**src/rtl/frame_number_overlay_top_assert.svh**
```systemverilog
// Assertion macros for the frame number overlay.
`ifndef FRAME_NUMBER_OVERLAY_TOP_ASSERT_SVH
`define FRAME_NUMBER_OVERLAY_TOP_ASSERT_SVH

// Same-cycle implication.
`define FNO_ASSERT_IMPLY(label, clk, rst_n, ante, cons, msg) \
	label: assert property (@(posedge clk) disable iff (!rst_n) (ante) |-> (cons)) \
		else $error(msg);

// Next-cycle implication.
`define FNO_ASSERT_NEXT(label, clk, rst_n, ante, cons, msg) \
	label: assert property (@(posedge clk) disable iff (!rst_n) (ante) |=> (cons)) \
		else $error(msg);

`endif

```
**src/rtl/fno_pkg.sv**
```systemverilog
package fno_pkg;

	localparam int MAX_DIGITS_DEF = 20;
	localparam int NUM_DIGITS     = 20;
	localparam int COORD_LIMIT    = 4096;
	localparam int COORD_W        = 12;
	localparam int SCALE_W        = 8;
	localparam int COLOR_W        = 24;
	localparam int CNT_W          = 5;
	localparam int FRAME_W        = 64;
	localparam int CFG_IDX_W      = 4;
	localparam int CFG_DATA_W     = 24;

	localparam logic ACT_FRAME = 1'b0;
	localparam logic ACT_PIXEL = 1'b1;

	localparam logic [CFG_IDX_W-1:0] REG_ORIGIN_X    = 4'd0;
	localparam logic [CFG_IDX_W-1:0] REG_ORIGIN_Y    = 4'd1;
	localparam logic [CFG_IDX_W-1:0] REG_GLYPH_SCALE = 4'd2;
	localparam logic [CFG_IDX_W-1:0] REG_TEXT_COLOR  = 4'd3;

	localparam logic [COORD_W-1:0] ORIGIN_X_RST    = 12'd10;
	localparam logic [COORD_W-1:0] ORIGIN_Y_RST    = 12'd10;
	localparam logic [SCALE_W-1:0] GLYPH_SCALE_RST = 8'd4;
	localparam logic [COLOR_W-1:0] TEXT_COLOR_RST  = 24'hffffff;

	function automatic logic [63:0] glyph_bits(input logic [3:0] d);
		logic [63:0] g;
		case (d)
			4'd0: g = 64'h3c7e666666667e3c;
			4'd1: g = 64'h1838781818181818;
			4'd2: g = 64'h183c66460c183e7e;
			4'd3: g = 64'h3c7e063c3c067e3c;
			4'd4: g = 64'h0c1c34647e0c0c0c;
			4'd5: g = 64'h7e7e607c7e067e3c;
			4'd6: g = 64'h3c7e607c7e667e3c;
			4'd7: g = 64'h7e7e06060c0c1818;
			4'd8: g = 64'h3c7e663c3c667e3c;
			4'd9: g = 64'h3c7e667e3e067e3c;
			default: g = 64'd0;
		endcase
		return g;
	endfunction

endpackage

```
**src/rtl/fno_if.sv**
```systemverilog
interface fno_in_if;
	import fno_pkg::*;
	logic               valid;
	logic               ready;
	logic               action;
	logic [FRAME_W-1:0] frame_number;
	logic [COORD_W-1:0] pixel_x;
	logic [COORD_W-1:0] pixel_y;
	modport source(output valid, output action, output frame_number, output pixel_x,
		output pixel_y, input ready);
	modport sink(input valid, input action, input frame_number, input pixel_x,
		input pixel_y, output ready);
endinterface

interface fno_out_if;
	import fno_pkg::*;
	logic             valid;
	logic             ready;
	logic [7:0]       red;
	logic [7:0]       green;
	logic [7:0]       blue;
	logic             text_hit;
	logic [CNT_W-1:0] shown_digits;
	modport source(output valid, output red, output green, output blue, output text_hit,
		output shown_digits, input ready);
	modport sink(input valid, input red, input green, input blue, input text_hit,
		input shown_digits, output ready);
endinterface

interface fno_cfg_if;
	import fno_pkg::*;
	logic                  valid;
	logic                  ready;
	logic [CFG_IDX_W-1:0]  index;
	logic [CFG_DATA_W-1:0] data;
	modport source(output valid, output index, output data, input ready);
	modport sink(input valid, input index, input data, output ready);
endinterface

```
**src/rtl/frame_number_overlay_top.sv**
```systemverilog
// Channel  Dir  Payload
// in_ch    in   action, frame_number[63:0], pixel_x[11:0], pixel_y[11:0]
// out_ch   out  red, green, blue, text_hit, shown_digits[4:0]
// cfg      in   index[3:0], data[23:0]; always ready
//
// Pixel query: 12 divide steps, then the result is loaded into the output register;
//   the next transaction is taken only once that result has been loaded.
//   The steps run on the shared bit-serial divider (x and y quotients, one bit per cycle).
// New frame: 64 shift-add-3 steps, then 1..20 normalize steps, then the result is loaded.
// in_ch.ready is high only when idle; a finished result waits in the output
//   register while out_ch stalls, and the next transaction may be taken then.
// arst_n clears control and digit count and loads the config defaults; no clearing pass.
`include "frame_number_overlay_top_assert.svh"

module frame_number_overlay_top #(
	parameter int MAX_DIGITS = fno_pkg::MAX_DIGITS_DEF
) (
	input logic       clk,
	input logic       arst_n,
	fno_in_if.sink    in_ch,
	fno_out_if.source out_ch,
	fno_cfg_if.sink   cfg
);
	import fno_pkg::*;

	localparam int BCD_W = 4 * NUM_DIGITS;

	localparam logic [2:0] ST_IDLE   = 3'd0;
	localparam logic [2:0] ST_DABBLE = 3'd1;
	localparam logic [2:0] ST_NORM   = 3'd2;
	localparam logic [2:0] ST_DIVIDE = 3'd3;
	localparam logic [2:0] ST_DONE   = 3'd4;

	logic [2:0]         state_q;
	logic [5:0]         step_q;
	logic [CNT_W-1:0]   cnt_q;
	logic [CNT_W-1:0]   digit_total_q;
	logic               action_q;
	logic               clip_q;
	logic [FRAME_W-1:0] num_q;
	logic [BCD_W-1:0]   bcd_q;
	logic [COORD_W-1:0] qx_q, qy_q;
	logic [SCALE_W-1:0] rx_q, ry_q;

	logic [COORD_W-1:0] origin_x_q, origin_y_q;
	logic [SCALE_W-1:0] scale_q;
	logic [COLOR_W-1:0] color_q;

	logic               out_valid_q;
	logic [COLOR_W-1:0] out_color_q;
	logic               out_hit_q;
	logic [CNT_W-1:0]   out_shown_q;

	logic               in_acc;
	logic               out_load;
	logic [SCALE_W-1:0] scale_eff;
	logic [SCALE_W:0]   tx, ty;
	logic               gex, gey;
	logic [SCALE_W-1:0] rx_nxt, ry_nxt;
	logic [BCD_W-1:0]   bcd_adj;
	logic               top_zero;
	logic [8:0]         chr;
	logic [BCD_W-1:0]   dig_vec;
	logic [3:0]         digit;
	logic [63:0]        gbits;
	logic               hit;
	logic               clip_in;

	assign in_ch.ready = (state_q == ST_IDLE);
	assign in_acc      = in_ch.valid && in_ch.ready;
	assign cfg.ready   = 1'b1;
	assign out_load    = (state_q == ST_DONE) && (!out_valid_q || out_ch.ready);

	// shared divider step, x and y lanes
	assign scale_eff = (scale_q == '0) ? SCALE_W'(1) : scale_q;
	assign tx        = {rx_q, qx_q[COORD_W-1]};
	assign ty        = {ry_q, qy_q[COORD_W-1]};
	assign gex       = tx >= {1'b0, scale_eff};
	assign gey       = ty >= {1'b0, scale_eff};
	assign rx_nxt    = gex ? SCALE_W'(tx - {1'b0, scale_eff}) : tx[SCALE_W-1:0];
	assign ry_nxt    = gey ? SCALE_W'(ty - {1'b0, scale_eff}) : ty[SCALE_W-1:0];

	always_comb begin
		for (int i = 0; i < NUM_DIGITS; i++) begin
			bcd_adj[4*i +: 4] = (bcd_q[4*i +: 4] >= 4'd5) ? bcd_q[4*i +: 4] + 4'd3
				: bcd_q[4*i +: 4];
		end
	end

	assign top_zero = (bcd_q[BCD_W-1 -: 4] == 4'd0);

	assign clip_in = ({5'd0, in_ch.pixel_x} >= 17'(COORD_LIMIT))
		|| ({5'd0, in_ch.pixel_y} >= 17'(COORD_LIMIT))
		|| (in_ch.pixel_x < origin_x_q) || (in_ch.pixel_y < origin_y_q);

	// glyph lookup
	assign chr     = qx_q[COORD_W-1:3];
	assign dig_vec = bcd_q << {chr[4:0], 2'b00};
	assign digit   = dig_vec[BCD_W-1 -: 4];
	assign gbits   = glyph_bits(digit);
	assign hit     = (action_q == ACT_PIXEL) && !clip_q
		&& (qy_q < COORD_W'(8))
		&& (chr < {4'd0, digit_total_q})
		&& (chr < 9'(MAX_DIGITS))
		&& (digit <= 4'd9)
		&& gbits[{~qy_q[2:0], ~qx_q[2:0]}];

	always_ff @(posedge clk or negedge arst_n) begin
		if (!arst_n) begin
			state_q       <= ST_IDLE;
			step_q        <= '0;
			cnt_q         <= '0;
			digit_total_q <= '0;
			out_valid_q   <= 1'b0;
			origin_x_q    <= ORIGIN_X_RST;
			origin_y_q    <= ORIGIN_Y_RST;
			scale_q       <= GLYPH_SCALE_RST;
			color_q       <= TEXT_COLOR_RST;
		end else begin
			if (cfg.valid) begin
				case (cfg.index)
					REG_ORIGIN_X:    origin_x_q <= cfg.data[COORD_W-1:0];
					REG_ORIGIN_Y:    origin_y_q <= cfg.data[COORD_W-1:0];
					REG_GLYPH_SCALE: scale_q    <= cfg.data[SCALE_W-1:0];
					REG_TEXT_COLOR:  color_q    <= cfg.data[COLOR_W-1:0];
					default: ;
				endcase
			end

			if (out_load) begin
				out_valid_q <= 1'b1;
			end else if (out_ch.ready) begin
				out_valid_q <= 1'b0;
			end

			case (state_q)
				ST_IDLE: begin
					if (in_acc) begin
						step_q  <= '0;
						state_q <= (in_ch.action == ACT_FRAME) ? ST_DABBLE : ST_DIVIDE;
					end
				end
				ST_DABBLE: begin
					step_q <= step_q + 6'd1;
					if (step_q == 6'(FRAME_W - 1)) begin
						cnt_q   <= CNT_W'(NUM_DIGITS);
						state_q <= ST_NORM;
					end
				end
				ST_NORM: begin
					if (top_zero && cnt_q != CNT_W'(1)) begin
						cnt_q <= cnt_q - CNT_W'(1);
					end else begin
						digit_total_q <= (cnt_q > CNT_W'(MAX_DIGITS)) ? CNT_W'(MAX_DIGITS)
							: cnt_q;
						state_q <= ST_DONE;
					end
				end
				ST_DIVIDE: begin
					step_q <= step_q + 6'd1;
					if (step_q == 6'(COORD_W - 1)) begin
						state_q <= ST_DONE;
					end
				end
				ST_DONE: begin
					if (out_load) begin
						state_q <= ST_IDLE;
					end
				end
				default: state_q <= ST_IDLE;
			endcase
		end
	end

	always_ff @(posedge clk) begin
		case (state_q)
			ST_IDLE: begin
				if (in_acc) begin
					action_q <= in_ch.action;
					num_q    <= in_ch.frame_number;
					if (in_ch.action == ACT_FRAME) begin
						bcd_q <= '0;
					end
					clip_q   <= clip_in;
					qx_q     <= in_ch.pixel_x - origin_x_q;
					qy_q     <= in_ch.pixel_y - origin_y_q;
					rx_q     <= '0;
					ry_q     <= '0;
				end
			end
			ST_DABBLE: begin
				bcd_q <= {bcd_adj[BCD_W-2:0], num_q[FRAME_W-1]};
				num_q <= {num_q[FRAME_W-2:0], 1'b0};
			end
			ST_NORM: begin
				if (top_zero && cnt_q != CNT_W'(1)) begin
					bcd_q <= {bcd_q[BCD_W-5:0], 4'd0};
				end
			end
			ST_DIVIDE: begin
				rx_q <= rx_nxt;
				ry_q <= ry_nxt;
				qx_q <= {qx_q[COORD_W-2:0], gex};
				qy_q <= {qy_q[COORD_W-2:0], gey};
			end
			ST_DONE: begin
				if (out_load) begin
					out_color_q <= hit ? color_q : '0;
					out_hit_q   <= hit;
					out_shown_q <= digit_total_q;
				end
			end
			default: ;
		endcase
	end

	assign out_ch.valid        = out_valid_q;
	assign out_ch.red          = out_color_q[23:16];
	assign out_ch.green        = out_color_q[15:8];
	assign out_ch.blue         = out_color_q[7:0];
	assign out_ch.text_hit     = out_hit_q;
	assign out_ch.shown_digits = out_shown_q;

	`FNO_ASSERT_NEXT(a_busy_after_accept, clk, arst_n, in_ch.valid && in_ch.ready, !in_ch.ready, "ready high right after a transaction")
	`FNO_ASSERT_IMPLY(a_hit_has_digits, clk, arst_n, out_ch.valid && out_ch.text_hit, out_ch.shown_digits != '0 && out_ch.shown_digits <= CNT_W'(MAX_DIGITS), "text hit with no valid digit count")
	`FNO_ASSERT_IMPLY(a_convert_on_frame, clk, arst_n, state_q == ST_DABBLE || state_q == ST_NORM, action_q == ACT_FRAME, "digit conversion on a pixel query")

endmodule
```
**src/flat_wrapper.sv**
```systemverilog
// flat-port wrapper written by rule: the top's interface ports become plain ports
module frame_number_overlay_top_flat import fno_pkg::*;
#(
	parameter int MAX_DIGITS = fno_pkg::MAX_DIGITS_DEF
)
  (clk, arst_n, in_ch_valid, in_ch_action, in_ch_frame_number, in_ch_pixel_x, in_ch_pixel_y, in_ch_ready, out_ch_valid, out_ch_red, out_ch_green, out_ch_blue, out_ch_text_hit, out_ch_shown_digits, out_ch_ready, cfg_valid, cfg_index, cfg_data, cfg_ready);
  fno_in_if in_ch_i ();
  fno_out_if out_ch_i ();
  fno_cfg_if cfg_i ();
  input logic clk;
  input logic arst_n;
  input wire logic [$bits(in_ch_i.valid)-1:0] in_ch_valid;
  input wire logic [$bits(in_ch_i.action)-1:0] in_ch_action;
  input wire logic [$bits(in_ch_i.frame_number)-1:0] in_ch_frame_number;
  input wire logic [$bits(in_ch_i.pixel_x)-1:0] in_ch_pixel_x;
  input wire logic [$bits(in_ch_i.pixel_y)-1:0] in_ch_pixel_y;
  output wire logic [$bits(in_ch_i.ready)-1:0] in_ch_ready;
  output wire logic [$bits(out_ch_i.valid)-1:0] out_ch_valid;
  output wire logic [$bits(out_ch_i.red)-1:0] out_ch_red;
  output wire logic [$bits(out_ch_i.green)-1:0] out_ch_green;
  output wire logic [$bits(out_ch_i.blue)-1:0] out_ch_blue;
  output wire logic [$bits(out_ch_i.text_hit)-1:0] out_ch_text_hit;
  output wire logic [$bits(out_ch_i.shown_digits)-1:0] out_ch_shown_digits;
  input wire logic [$bits(out_ch_i.ready)-1:0] out_ch_ready;
  input wire logic [$bits(cfg_i.valid)-1:0] cfg_valid;
  input wire logic [$bits(cfg_i.index)-1:0] cfg_index;
  input wire logic [$bits(cfg_i.data)-1:0] cfg_data;
  output wire logic [$bits(cfg_i.ready)-1:0] cfg_ready;
  assign in_ch_i.valid = in_ch_valid;
  assign in_ch_i.action = in_ch_action;
  assign in_ch_i.frame_number = in_ch_frame_number;
  assign in_ch_i.pixel_x = in_ch_pixel_x;
  assign in_ch_i.pixel_y = in_ch_pixel_y;
  assign in_ch_ready = in_ch_i.ready;
  assign out_ch_valid = out_ch_i.valid;
  assign out_ch_red = out_ch_i.red;
  assign out_ch_green = out_ch_i.green;
  assign out_ch_blue = out_ch_i.blue;
  assign out_ch_text_hit = out_ch_i.text_hit;
  assign out_ch_shown_digits = out_ch_i.shown_digits;
  assign out_ch_i.ready = out_ch_ready;
  assign cfg_i.valid = cfg_valid;
  assign cfg_i.index = cfg_index;
  assign cfg_i.data = cfg_data;
  assign cfg_ready = cfg_i.ready;
  frame_number_overlay_top #(.MAX_DIGITS(MAX_DIGITS)) u_core (.clk(clk), .arst_n(arst_n), .in_ch(in_ch_i), .out_ch(out_ch_i), .cfg(cfg_i));
endmodule
```
**config.mk**
```make
export PLATFORM = sky130hd
export DESIGN_NAME = frame_number_overlay_top_flat
export DESIGN_NICKNAME = d
export VERILOG_FILES = /design/src/rtl/fno_pkg.sv /design/src/rtl/fno_if.sv /design/src/rtl/frame_number_overlay_top.sv /design/src/flat_wrapper.sv
export VERILOG_INCLUDE_DIRS = /design/src /design/src/rtl
export SDC_FILE = /design/constraint.sdc
export NUM_CORES = 1
export LEC_CHECK = 0
export BUFFER_PORTS_ARGS = -buffer_cell sky130_fd_sc_hd__buf_2
export CAP_MARGIN = 10
export CORE_ASPECT_RATIO = 1.75
export CORE_UTILIZATION = 43
export DETAILED_ROUTE_END_ITERATION = 16
export GPL_TIMING_DRIVEN = 1
export HOLD_SLACK_MARGIN = 0.03
export MAX_ROUTING_LAYER = met4
export SYNTH_ARGS = -nofsm -noshare
export SYNTH_HDL_FRONTEND = slang
export SYNTH_SLANG_ARGS = --single-unit
```
**constraint.sdc**
```tcl
create_clock -name clk -period 6.73 [get_ports clk]
set_clock_uncertainty 0.1 [all_clocks]
set_input_delay 1.0095 -clock clk [delete_from_list [all_inputs] [get_ports clk]]
set_output_delay 1.0095 -clock clk [all_outputs]
set_load 0.02 [all_outputs]
```
==> reports/results.tsv, run 1 <==
stage	metric	value	unit
critical_path	CP Class	reg -> reg	
place	Final GP Congestion	0.8280	
worst_hold_path	HP Class	reg -> reg	
critical_path	R2R Path End	u_core.out_color_q[3]	
yosys	post-synthesis register bit count	292	
sta	# setup viols final	0	
cells_and_area	FF/Latch Area	8424	um^2
drt	Vias	13080	
sta	final slew viol count	0	
global_routing	gr usage total	0.2205	
global_routing	grt total ovfl	0	
worst_hold_path	Hold Path Depth	0	
cells_and_area	ant diodes	0	
floorplanning	Die Height	266.6	um
drt	final wirelength	43260	um
floorplanning	core area	39280	um^2
yosys	synth warn	0	
drt	routed vias/inst	5.492	
drt	Post-route DRC	0	
floorplanning	die footprint	40840	um^2
job	Max-Cap Viols	0	
power	worst-case vdd ir drop	299.1	uV
sta	Final Cycle Share	0.6570	
global_routing	vias in the first global route	13180	
sta	final setup margin	2.308	ns
yosys	Syn Std Cell Area	17200	um^2
power	internal power	5848	uW
sta	minimum clock period	4.422	ns
floorplanning	IO Pins	155	
sta	TNS Setup	0	ns
power	power share of the clock group	0.151	
power	share of total power in combinational logic	0.465	
power	Sw Ratio	0.4340	
clock_tree	Hold Buf Count CTS	0	
clock_tree	# Post-CTS Setup Buffers	0	
yosys	Synth top cells by count	373 x nand2_1, 216 x edfxtp_1, 163 x o21ai_0	
yosys	top cells by area, synth	edfxtp_1 38%, nand2_1 8.1%, ha_1 6.9%	
clock_tree	CTS Buf Count	29	
place	DP Area	18400	um^2
critical_path	Worst EP required	6.92	ns
floorplanning	initial core utilization	0.4380	
sta	worst hold margin	0.3764	ns
yosys	post-synth top area share	0.3770	
place	worst slack, placed	2.351	ns
yosys	post-synth cell types	75	
sta	RSZ-0062 raised after global routing	no	
critical_path	cells on worst reg2reg path	11	
cells_and_area	area grow syn2layout	12.23	%
drt	DR WL/cell	18.16	um
sta	relative slew slack	0.2558	
yosys	count leader, synth	nand2_1	
critical_path	Critical Path Sink Type	register	
yosys	Mapped Nets	1962	
critical_path	Setup crit start kind	register	
clock_tree	clock sinks	292	
yosys	FFs w/ async S/R, synth	0.2603	
power	Power Dens Cells	535.2	nW/um^2
floorplanning	row cnt	96	
place	DP Wirelength	31260	um
clock_tree	cts repair resizes	0	
critical_path	crit path from	u_core.qx_q[3]	
drt	first drt pass iteration count	7	
clock_tree	Clock Tree Buf Depth	3	
yosys	post-synthesis area per instance	9.881	um^2
sta	final hold vios	0	
sta	worst slew pin tran	1.116	ns
global_routing	first-pass GRT wire length	69060	um
floorplanning	die span in x	153.2	um
critical_path	Reg2Reg Setup Slack	2.31	ns
drt	Post-DRT Antenna Nets	0	
power	Seq pwr share	0.384	
cells_and_area	Multi-input gate area	8015	um^2
yosys	post-synth top area cell	edfxtp_1	
cells_and_area	final design utilization	0.4916	
drt	DR iter-0 viols	718	
cells_and_area	fill count	3715	
critical_path	crit-path max FO	37	
critical_path	arrival time worst endpoint	4.62	ns
clock_tree	CTS H-Tree Depth	1	
critical_path	FF-to-FF Start	u_core.qx_q[3]	
yosys	Post-Synthesis Cells	1741	
global_routing	largest net degree at the start of global routing	88	
power	Leak	0.007968	uW
place	Port Buffer Count	153	
power	P_sw	4485	uW
cells_and_area	Layout Nets	2091	
clock_tree	root buf cell	clkbuf_16	
global_routing	initial antenna violation count	0	
yosys	sequential fraction of the synthesis area	0.4897	
clock_tree	Clock Pin Slew Worst Setup and Hold Paths	0.07	ns
outcome	status	finished, final reports clean	
cells_and_area	layout cell share with drive strength beyond 1	0.1734	
clock_tree	Clk Latency, worst-skew pair	0.57	ns
yosys	Top FF cell, synth	edfxtp_1	
cells_and_area	final instance area	19310	um^2
yosys	EDFF count, synth	216	
clock_tree	TritonCTS clock tree	done	
critical_path	CP Capture Point	u_core.out_color_q[3]	
sta	Max Freq	226.2	MHz
==> sequential cells by signal (all words and copies together) (netlist names) <==
name                        count
u_core.color_q                 24
u_core.qx_q                    12
u_core.out_ch.text_hit          1
u_core.rx_q                     8
u_core.step_q                   6
u_core.ry_q                     8
u_core.num_q                   64
u_core.qy_q                    12
u_core.bcd_q                   80
u_core.state_q                  3
u_core.cnt_q                    5
u_core.digit_total_q            5
u_core.scale_q                  8
u_core.out_color_q             24
u_core.origin_x_q              12
u_core.origin_y_q              12
u_core.clip_q                   1
u_core.out_ch.valid             1
u_core.out_ch.shown_digits      5
u_core.action_q                 1
==> kinds of logic (layout without fill, tap and decap cells) <==
| family | count (synthesis) | in the layout | synth area share |
|---|---|---|---|
| adders and majority gates | 99 | 99 | 0.07375 |
| other | 1 | 1 | 0.0002180 |
| xor gates and xnor gates | 41 | 41 | 0.02087 |
| and+or+nand+nor | 621 | 621 | 0.1611 |
| AOI/OAI and AO/OA | 410 | 410 | 0.1482 |
| buffers and inverters | 193 | 344 | 0.04749 |
| muxes | 84 | 84 | 0.05870 |
| DFF | 292 | 292 | 0.4897 |
==> layout make-up <==
type                    count  share of cell area
flip-flops and latches    292              0.4363
repair buffers            171             0.04698
multi-input cells        1256              0.4151
inverters                 120             0.02346
well taps                 490             0.03175
clock inverters            13            0.003370
clock buffers              40             0.04297
==> layer usage <==
layer  global-route usage  routed length [um]  vias up
met2               0.4323               24520      253
met4              0.07316                1235        0
met1               0.2276               16230     6352
li1                     -                   -     6392
met5                    -                   0        -
met3              0.01835                1269       85
==> worst max-delay path: stages (launching register included) <==
cell and delay, ns:
edfxtp_1 0.32, buf_4 0.46, mux4_2 0.60, o211ai_2 0.22
and3_1 0.80, nand2_1 0.23, o311a_1 0.43, nand4_1 0.12
a31oi_1 0.13, o211ai_2 0.19, buf_4 0.37, a21boi_0 0.15
==> power groups by stage <==
stage / combinational, uW / clock (uW) / sequential, uW
floorplan: 3810 / 0 / 3660
global placement: 4710 / 0 / 3980
detailed placement: 4800 / 0 / 4000
CTS: 4820 / 1600 / 3970
global route: 5420 / 1660 / 4070
finish: 4800 / 1560 / 3970
==> cells in the final DEF (no fill, tap or decap), drive strengths merged, types with 30 or more instances in the layout <==
| cell type | n |
|---|---|
| dfrtp | 47 |
| o21ai | 166 |
| mux2 | 39 |
| ha | 95 |
| nand2 | 373 |
| buf | 171 |
| mux2i | 36 |
| inv | 118 |
| nor3b | 37 |
| a21oi | 106 |
| o31ai | 30 |
| edfxtp | 216 |
| a21boi | 36 |
| nor2 | 89 |
| clkbuf | 40 |
==> metrics by stage <==
step | total power [uW] | instances
final | 10330 | 2382
after global routing | 11150 | 2382
after CTS | 10390 | 2381
after detailed placement | 8795 | 2328
after global placement | 8692 | 2328
after floorplan | 7473 | 1741
==> how the worst min path moves through the flow <==
stage                                 start                            end  slack (ns)
CTS                 u_core.digit_total_q[2]  u_core.out_ch.shown_digits[2]        0.38
floorplan           u_core.digit_total_q[2]  u_core.out_ch.shown_digits[2]        0.32
global placement    u_core.digit_total_q[2]  u_core.out_ch.shown_digits[2]        0.36
finish              u_core.digit_total_q[2]  u_core.out_ch.shown_digits[2]        0.38
detailed placement  u_core.digit_total_q[2]  u_core.out_ch.shown_digits[2]        0.37
global route        u_core.digit_total_q[2]  u_core.out_ch.shown_digits[2]        0.39
No activity file was read; power rests on OpenSTA's default activity.
==> inputs of run 2 (changes only) <==
==> constraint.sdc (replaced) <==
create_clock -name clk -period 4.55 [get_ports clk]
set_clock_uncertainty 0.1 [all_clocks]
set_input_delay 0.6825 -clock clk [delete_from_list [all_inputs] [get_ports clk]]
set_output_delay 0.6825 -clock clk [all_outputs]
set_load 0.02 [all_outputs]
==> run 2 against run 1 <==
  * Final area is 1.3% higher
  * Die area did not move
  * Combinational power rose by 56%
  * Highest routed layer unchanged
  * First-iteration DRC count is 2.2% lower
  * Critical path depth rose by 1
  * Non-clock buffer count rose by 22
  * Via count grew 0.76%
  * Sequential power rose by 46%
  * Global-route usage rose by 0.78 points
  * Setup slack got worse by 2.0 ns
==> reports/results.tsv, run 2 (synthesis gave the netlist of run 1 again) <==
stage	metric	value	unit
floorplanning	Die Height	266.6	um
place	# placed instances	2346	
floorplanning	core area	39280	um^2
drt	routed vias/inst	5.477	
job	Max-Cap Viols	0	
cells_and_area	Largest regs	u_core.bcd_q x80, u_core.num_q x64	
place	Port Buffer Count	153	
floorplanning	die footprint	40840	um^2
global_routing	grt total ovfl	0	
critical_path	R2R Path End	u_core.out_color_q[11]	
floorplanning	initial core utilization	0.4380	
sta	final setup margin	0.2629	ns
critical_path	Worst EP required	4.89	ns
cells_and_area	Layout Nets	2114	
outcome	status	finished, final reports clean	
critical_path	Reg2Reg Setup Slack	0.26	ns
floorplanning	row cnt	96	
drt	Vias	13180	
power	Leak	0.008075	uW
drt	first drt pass iteration count	4	
sta	# setup viols final	0	
place	worst slack, placed	0.007235	ns
critical_path	Setup crit start kind	register	
sta	final hold vios	0	
cells_and_area	commonest cells after routing, fill and taps aside	371 x nand2_1, 216 x edfxtp_1, 163 x o21ai_0	
place	Final GP Congestion	0.8992	
critical_path	CP Class	reg -> reg	
cells_and_area	Non-Filler Instances	2407	
clock_tree	Clock Tree Buf Depth	3	
global_routing	vias in the first global route	13470	
worst_hold_path	HP Class	in -> async	
power	Power Dens Cells	801.5	nW/um^2
global_routing	largest net degree at the start of global routing	86	
critical_path	arrival time worst endpoint	4.62	ns
sta	minimum clock period	4.287	ns
clock_tree	Clock Pin Slew Worst Setup and Hold Paths	0.06	ns
clock_tree	CTS H-Tree Depth	1	
drt	DR WL/cell	18.79	um
sta	relative slew slack	0.2481	
cells_and_area	max reg flops	80	
critical_path	FF-to-FF Start	u_core.qx_q[3]	
critical_path	crit-path max FO	15	
clock_tree	root buf cell	clkbuf_16	
clock_tree	Hold Buf Count CTS	0	
sta	Max Freq	233.3	MHz
global_routing	initial antenna violation count	1	
critical_path	cells on worst reg2reg path	12	
power	worst-case vdd ir drop	393.8	uV
global_routing	gr usage total	0.2282	
drt	Post-DRT Antenna Nets	0	
clock_tree	CTS Buf Count	29	
sta	Final Cycle Share	0.9422	
cells_and_area	layout cell share with drive strength beyond 1	0.1848	
drt	final wirelength	45230	um
floorplanning	die span in x	153.2	um
global_routing	first-pass GRT wire length	70810	um
clock_tree	clock sinks	292	
clock_tree	TritonCTS clock tree	done	
drt	DR iter-0 viols	702	
floorplanning	IO Pins	155	
sta	worst slew pin tran	1.125	ns
sta	final slew viol count	0	
cells_and_area	area grow syn2layout	13.71	%
drt	Post-route DRC	0	
critical_path	Critical Path Sink Type	register	
cells_and_area	largest register by flop count	u_core.bcd_q	
place	DP Wirelength	33030	um
cells_and_area	most common cell after layout, fill and taps aside	nand2_1	
clock_tree	Clk Latency, worst-skew pair	0.58	ns
-- run 2: layout make-up --
type                    count  area [um^2]
clock inverters            14        118.9
multi-input cells        1257         8054
flip-flops and latches    292         8424
well taps                 490        613.1
diodes                      1        2.502
fillers                  3671        19720
inverters                 120        452.9
clock buffers              40        798.3
repair buffers            193         1097
-- run 2: worst max path at each step --
stage                    start                     end  slack [ns]  cells after the start
5_1_grt         u_core.qx_q[3]  u_core.out_color_q[22]      -0.007                     12
3_3_place_gp    u_core.qx_q[3]   u_core.out_color_q[3]        0.05                     13
4_1_cts         u_core.qx_q[3]   u_core.out_color_q[2]        0.02                     11
6_report        u_core.qx_q[3]  u_core.out_color_q[11]        0.26                     12
3_5_place_dp    u_core.qx_q[3]   u_core.out_color_q[2]       0.007                     11
2_1_floorplan  u_core.cnt_q[0]         u_core.bcd_q[0]        0.46                      6
-- run 2: what timing repair did --
action,in CTS,in global routing
buffers inserted,0,4
setup endpoints to repair,1,25
gates cloned,0,1
pin swaps,1,1
endpoints found under the hold margin,0,0
resized for setup,0,3
-- run 2: power by group --
| part | internal, uW | total, uW | leakage (uW) | switching, uW |
|---|---|---|---|---|
| Combinational | 2850 | 7510 | 0.00465 | 4660 |
| Sequential | 4680 | 5790 | 0.00299 | 1110 |
| Clock | 1290 | 2380 | 0.000435 | 1080 |
| Total | 8820 | 15700 | 0.00807 | 6860 |
-- run 2: critical path, stage by stage (launching register included) --
cell and delay, ns:
edfxtp_1 0.55, buf_4 0.31, mux4_2 0.54, o211ai_2 0.22, and3_1 0.50, buf_4 0.28
nor2_1 0.07, o311ai_0 0.37, nand4_1 0.16, a31oi_2 0.46, o211ai_4 0.22, buf_12 0.21
a21boi_2 0.13
-- run 2: through the flow --
step                utilization  hold WS [ns]  power [uW]  instance area (um^2)    TNS, ns
floorplan                     -        0.2869       11030                 17210          0
global placement         0.4725        0.3670       13160                 18560          0
global route             0.4980       0.06862       16890                 19560  -0.008939
detailed placement       0.4725        0.3726       13300                 18560          0
CTS                      0.4958       0.03788       15740                 19470          0
finish                   0.4980       0.03345       15680                 19560          0
-- run 2: layer usage --
metal	track usage	vias to the layer above	routed length [um]
li1	-	6437	-
met1	0.2319	6412	16880
met2	0.4447	252	25590
met3	0.02030	81	1247
met4	0.08954	0	1510
met5	-	-	0
==> inputs of run 3 (changes only) <==
--- a/config.mk
+++ b/config.mk
@@ -6,14 +6,16 @@
 export SDC_FILE = /design/constraint.sdc
 export NUM_CORES = 1
 export LEC_CHECK = 0
+export ABC_AREA = 1
 export BUFFER_PORTS_ARGS = -buffer_cell sky130_fd_sc_hd__buf_2
 export CAP_MARGIN = 10
 export CORE_ASPECT_RATIO = 1.75
-export CORE_UTILIZATION = 43
+export CORE_UTILIZATION = 49
 export DETAILED_ROUTE_END_ITERATION = 16
 export GPL_TIMING_DRIVEN = 1
 export HOLD_SLACK_MARGIN = 0.03
 export MAX_ROUTING_LAYER = met4
+export PLACE_DENSITY = 0.68
 export SYNTH_ARGS = -nofsm -noshare
 export SYNTH_HDL_FRONTEND = slang
 export SYNTH_SLANG_ARGS = --single-unit
==> run 3 against run 2 <==
  * Sequential power decreased by 6.6%
  * Maximum frequency up 11%
  * Highest routed layer unchanged
  * Routed wire length fell by 3.8%
  * Clock-buffer cell count increased by 2
  * Flip-flop and latch count is the same
  * Critical endpoint is now u_core.out_color_q[6]
  * Largest power group unchanged
  * Via count up 7.1%
  * Critical path depth up 8
  * Die area fell by 13%
  * Non-clock buffer count shrank 24
==> reports/results.tsv, run 3 <==
stage	metric	value	unit
outcome	status	finished, final reports clean	
place	DP Wirelength	31740	um
clock_tree	clock sinks	292	
global_routing	vias in the first global route	14390	
yosys	post-synthesis register bit count	292	
floorplanning	core area	34460	um^2
floorplanning	row cnt	90	
cells_and_area	Largest regs	u_core.bcd_q x80, u_core.num_q x64	
yosys	EDFF count, synth	216	
sta	final hold vios	0	
floorplanning	initial core utilization	0.4967	
sta	minimum clock period	3.857	ns
yosys	Post-Synthesis Cells	2018	
sta	worst slew pin tran	1.012	ns
global_routing	first-pass GRT wire length	69770	um
critical_path	arrival time worst endpoint	4.17	ns
clock_tree	Clk Latency, worst-skew pair	0.58	ns
sta	TNS Setup	0	ns
worst_hold_path	hold-critical path endpoint	u_core.color_q[22]	
worst_hold_path	Hold Path Depth	3	
critical_path	Critical Path Sink Type	register	
clock_tree	root buf cell	clkbuf_16	
yosys	FFs w/ async S/R, synth	0.2603	
global_routing	GR Util met2	0.4675	
yosys	count leader, synth	nand2_1	
global_routing	M3 GR Usage	0.02787	
cells_and_area	layout cell share with drive strength beyond 1	0.1327	
critical_path	R2R Path End	u_core.out_color_q[6]	
drt	DR WL/cell	16.55	um
global_routing	met1 Use GR	0.2563	
floorplanning	IO Pins	155	
sta	RSZ-0062 raised after global routing	no	
critical_path	CP Class	reg -> reg	
critical_path	cells on worst reg2reg path	20	
yosys	Mapped Nets	2239	
global_routing	gr usage total	0.2554	
power	Leak	0.008855	uW
sta	# setup viols final	0	
yosys	synth warn	0	
global_routing	initial antenna violation count	1	
critical_path	Worst EP required	4.87	ns
yosys	Syn Std Cell Area	17120	um^2
yosys	post-synth cell types	52	
power	Power Dens Cells	777.2	nW/um^2
drt	DR iter-0 viols	843	
cells_and_area	fill count	3256	
global_routing	largest net degree at the start of global routing	81	
place	DP Area	18310	um^2
power	worst-case vdd ir drop	543.5	uV
cells_and_area	Layout Nets	2369	
worst_hold_path	HP Class	in -> reg	
cells_and_area	largest register by flop count	u_core.bcd_q	
critical_path	FF-to-FF Start	u_core.qx_q[4]	
drt	Post-route DRC	0	
floorplanning	die footprint	35710	um^2
power	Power, Total	14930	uW
sta	Final Cycle Share	0.8477	
floorplanning	Die Height	249.2	um
cells_and_area	area grow syn2layout	12.22	%
yosys	Top FF cell, synth	edfxtp_1	
drt	first drt pass iteration count	5	
clock_tree	CTS Buf Count	28	
cells_and_area	final instance area	19210	um^2
clock_tree	Clock Tree Buf Depth	3	
drt	routed vias/inst	5.367	
critical_path	crit-path max FO	25	
critical_path	Reg2Reg Setup Slack	0.69	ns
drt	Vias	14120	
clock_tree	CTS H-Tree Depth	1	
yosys	sequential fraction of the synthesis area	0.4922	
drt	Post-DRT Antenna Nets	0	
cells_and_area	max reg flops	80	
drt	final wirelength	43540	um
sta	Max Freq	259.3	MHz
yosys	post-synthesis area per instance	8.482	um^2
cells_and_area	commonest cells after routing, fill and taps aside	538 x nand2_1, 271 x inv_1, 216 x edfxtp_1	
yosys	top cells by area, synth	edfxtp_1 38%, nand2_1 12%, ha_1 6.9%	
global_routing	global route hottest layer	met2	
floorplanning	die span in x	143.3	um
clock_tree	TritonCTS clock tree	done	
sta	relative slew slack	0.3240	
cells_and_area	most common cell after layout, fill and taps aside	nand2_1	
yosys	post-synth top area cell	edfxtp_1	
sta	final slew viol count	0	
clock_tree	Clock Pin Slew Worst Setup and Hold Paths	0.07	ns
worst_hold_path	hold_sp	cfg_data[22]	
clock_tree	# Post-CTS Setup Buffers	0	
global_routing	grt total ovfl	0	
critical_path	Setup crit start kind	register	
place	Final GP Congestion	0.9303	
job	Max-Cap Viols	0	
place	Port Buffer Count	153	
yosys	Synth top cells by count	539 x nand2_1, 273 x inv_1, 216 x edfxtp_1	
yosys	post-synth top area share	0.3789	
-- run 3: cells by family (layout without fill, tap and decap cells) --
family,Yosys count,count (layout),synth area share
simple gates,841,841,0.2037
compound gates,401,401,0.1300
xor+xnor,37,37,0.01893
flops,292,292,0.4922
buf+inv,347,499,0.08077
fa+ha+maj,99,99,0.07412
other cells,1,2,0.0002191
-- run 3: power by group --
group	internal, uW	switching [uW]
Sequential	4660	749
Clock	1250	1070
Combinational	2250	4960
Total	8150	6780
-- run 3: worst max path at each step --
| stage | start | endpoint | slack [ns] | depth (start not counted) |
|---|---|---|---|---|
| after floorplan | u_core.state_q[2] | u_core.num_q[0] | 0.88 | 10 |
| after global placement | u_core.qx_q[4] | u_core.out_color_q[3] | 0.87 | 20 |
| after detailed placement | u_core.qx_q[4] | u_core.out_color_q[3] | 0.71 | 20 |
| after CTS | u_core.qx_q[4] | u_core.out_color_q[6] | 0.70 | 20 |
| after global routing | u_core.qx_q[4] | u_core.out_color_q[5] | 0.32 | 20 |
| final | u_core.qx_q[4] | u_core.out_color_q[6] | 0.69 | 20 |
-- run 3: cell type report --
cell class	count	area (um^2)	area share
tap	460	575.6	0.02996
multi-input combinational	1379	7342	0.3822
clock buffer	42	814.5	0.04240
antenna	1	2.502	0.0001303
clock inverter	10	75.07	0.003908
sequential	292	8424	0.4386
inverter	278	1046	0.05446
timing repair buffer	169	928.4	0.04833
-- run 3: metrics by stage --
| stage | util | hold WS (ns) | cells | setup slack [ns] |
|---|---|---|---|---|
| 3_5_place_dp | 0.5313 | 0.3728 | 2577 | 0.7064 |
| 3_3_place_gp | 0.5313 | 0.3666 | 2577 | 0.8690 |
| 5_1_grt | 0.5574 | 0.2254 | 2631 | 0.3216 |
| 2_1_floorplan | - | 0.2869 | 2018 | 0.8808 |
| 6_report | 0.5574 | 0.2304 | 2631 | 0.6929 |
| 4_1_cts | 0.5574 | 0.2037 | 2630 | 0.7023 |
-- run 3: critical path, cell delays in order (launching register included) --
cell and delay, ns:
edfxtp_1 0.64, inv_2 0.27, nand3_1 0.15, nand2_1 0.06, nand2_1 0.05, nand2_1 0.05, inv_1 0.05, nand2_1 0.07
a21boi_1 0.49, ha_1 0.39, inv_1 0.11, nand3_1 0.09, nand3_2 0.10, nand2_1 0.05, nand2_1 0.06, nand3_1 0.08
a21oi_1 0.13, nand2_1 0.06, nand2_1 0.10, nand3_4 0.36, nor2_1 0.21
-- run 3: what timing repair did --
item / 4_1_cts / 5_1_grt
gates resized for setup: 0 / 0
hold buffers: 1 / 0
endpoints found under the hold margin: 33 / 0
-- run 3: layer usage --
metal | vias up | share of wire
met3 | 132 | 0.035
met5 | - | 0
met2 | 361 | 0.54
met1 | 6657 | 0.36
li1 | 6971 | -
met4 | 0 | 0.060
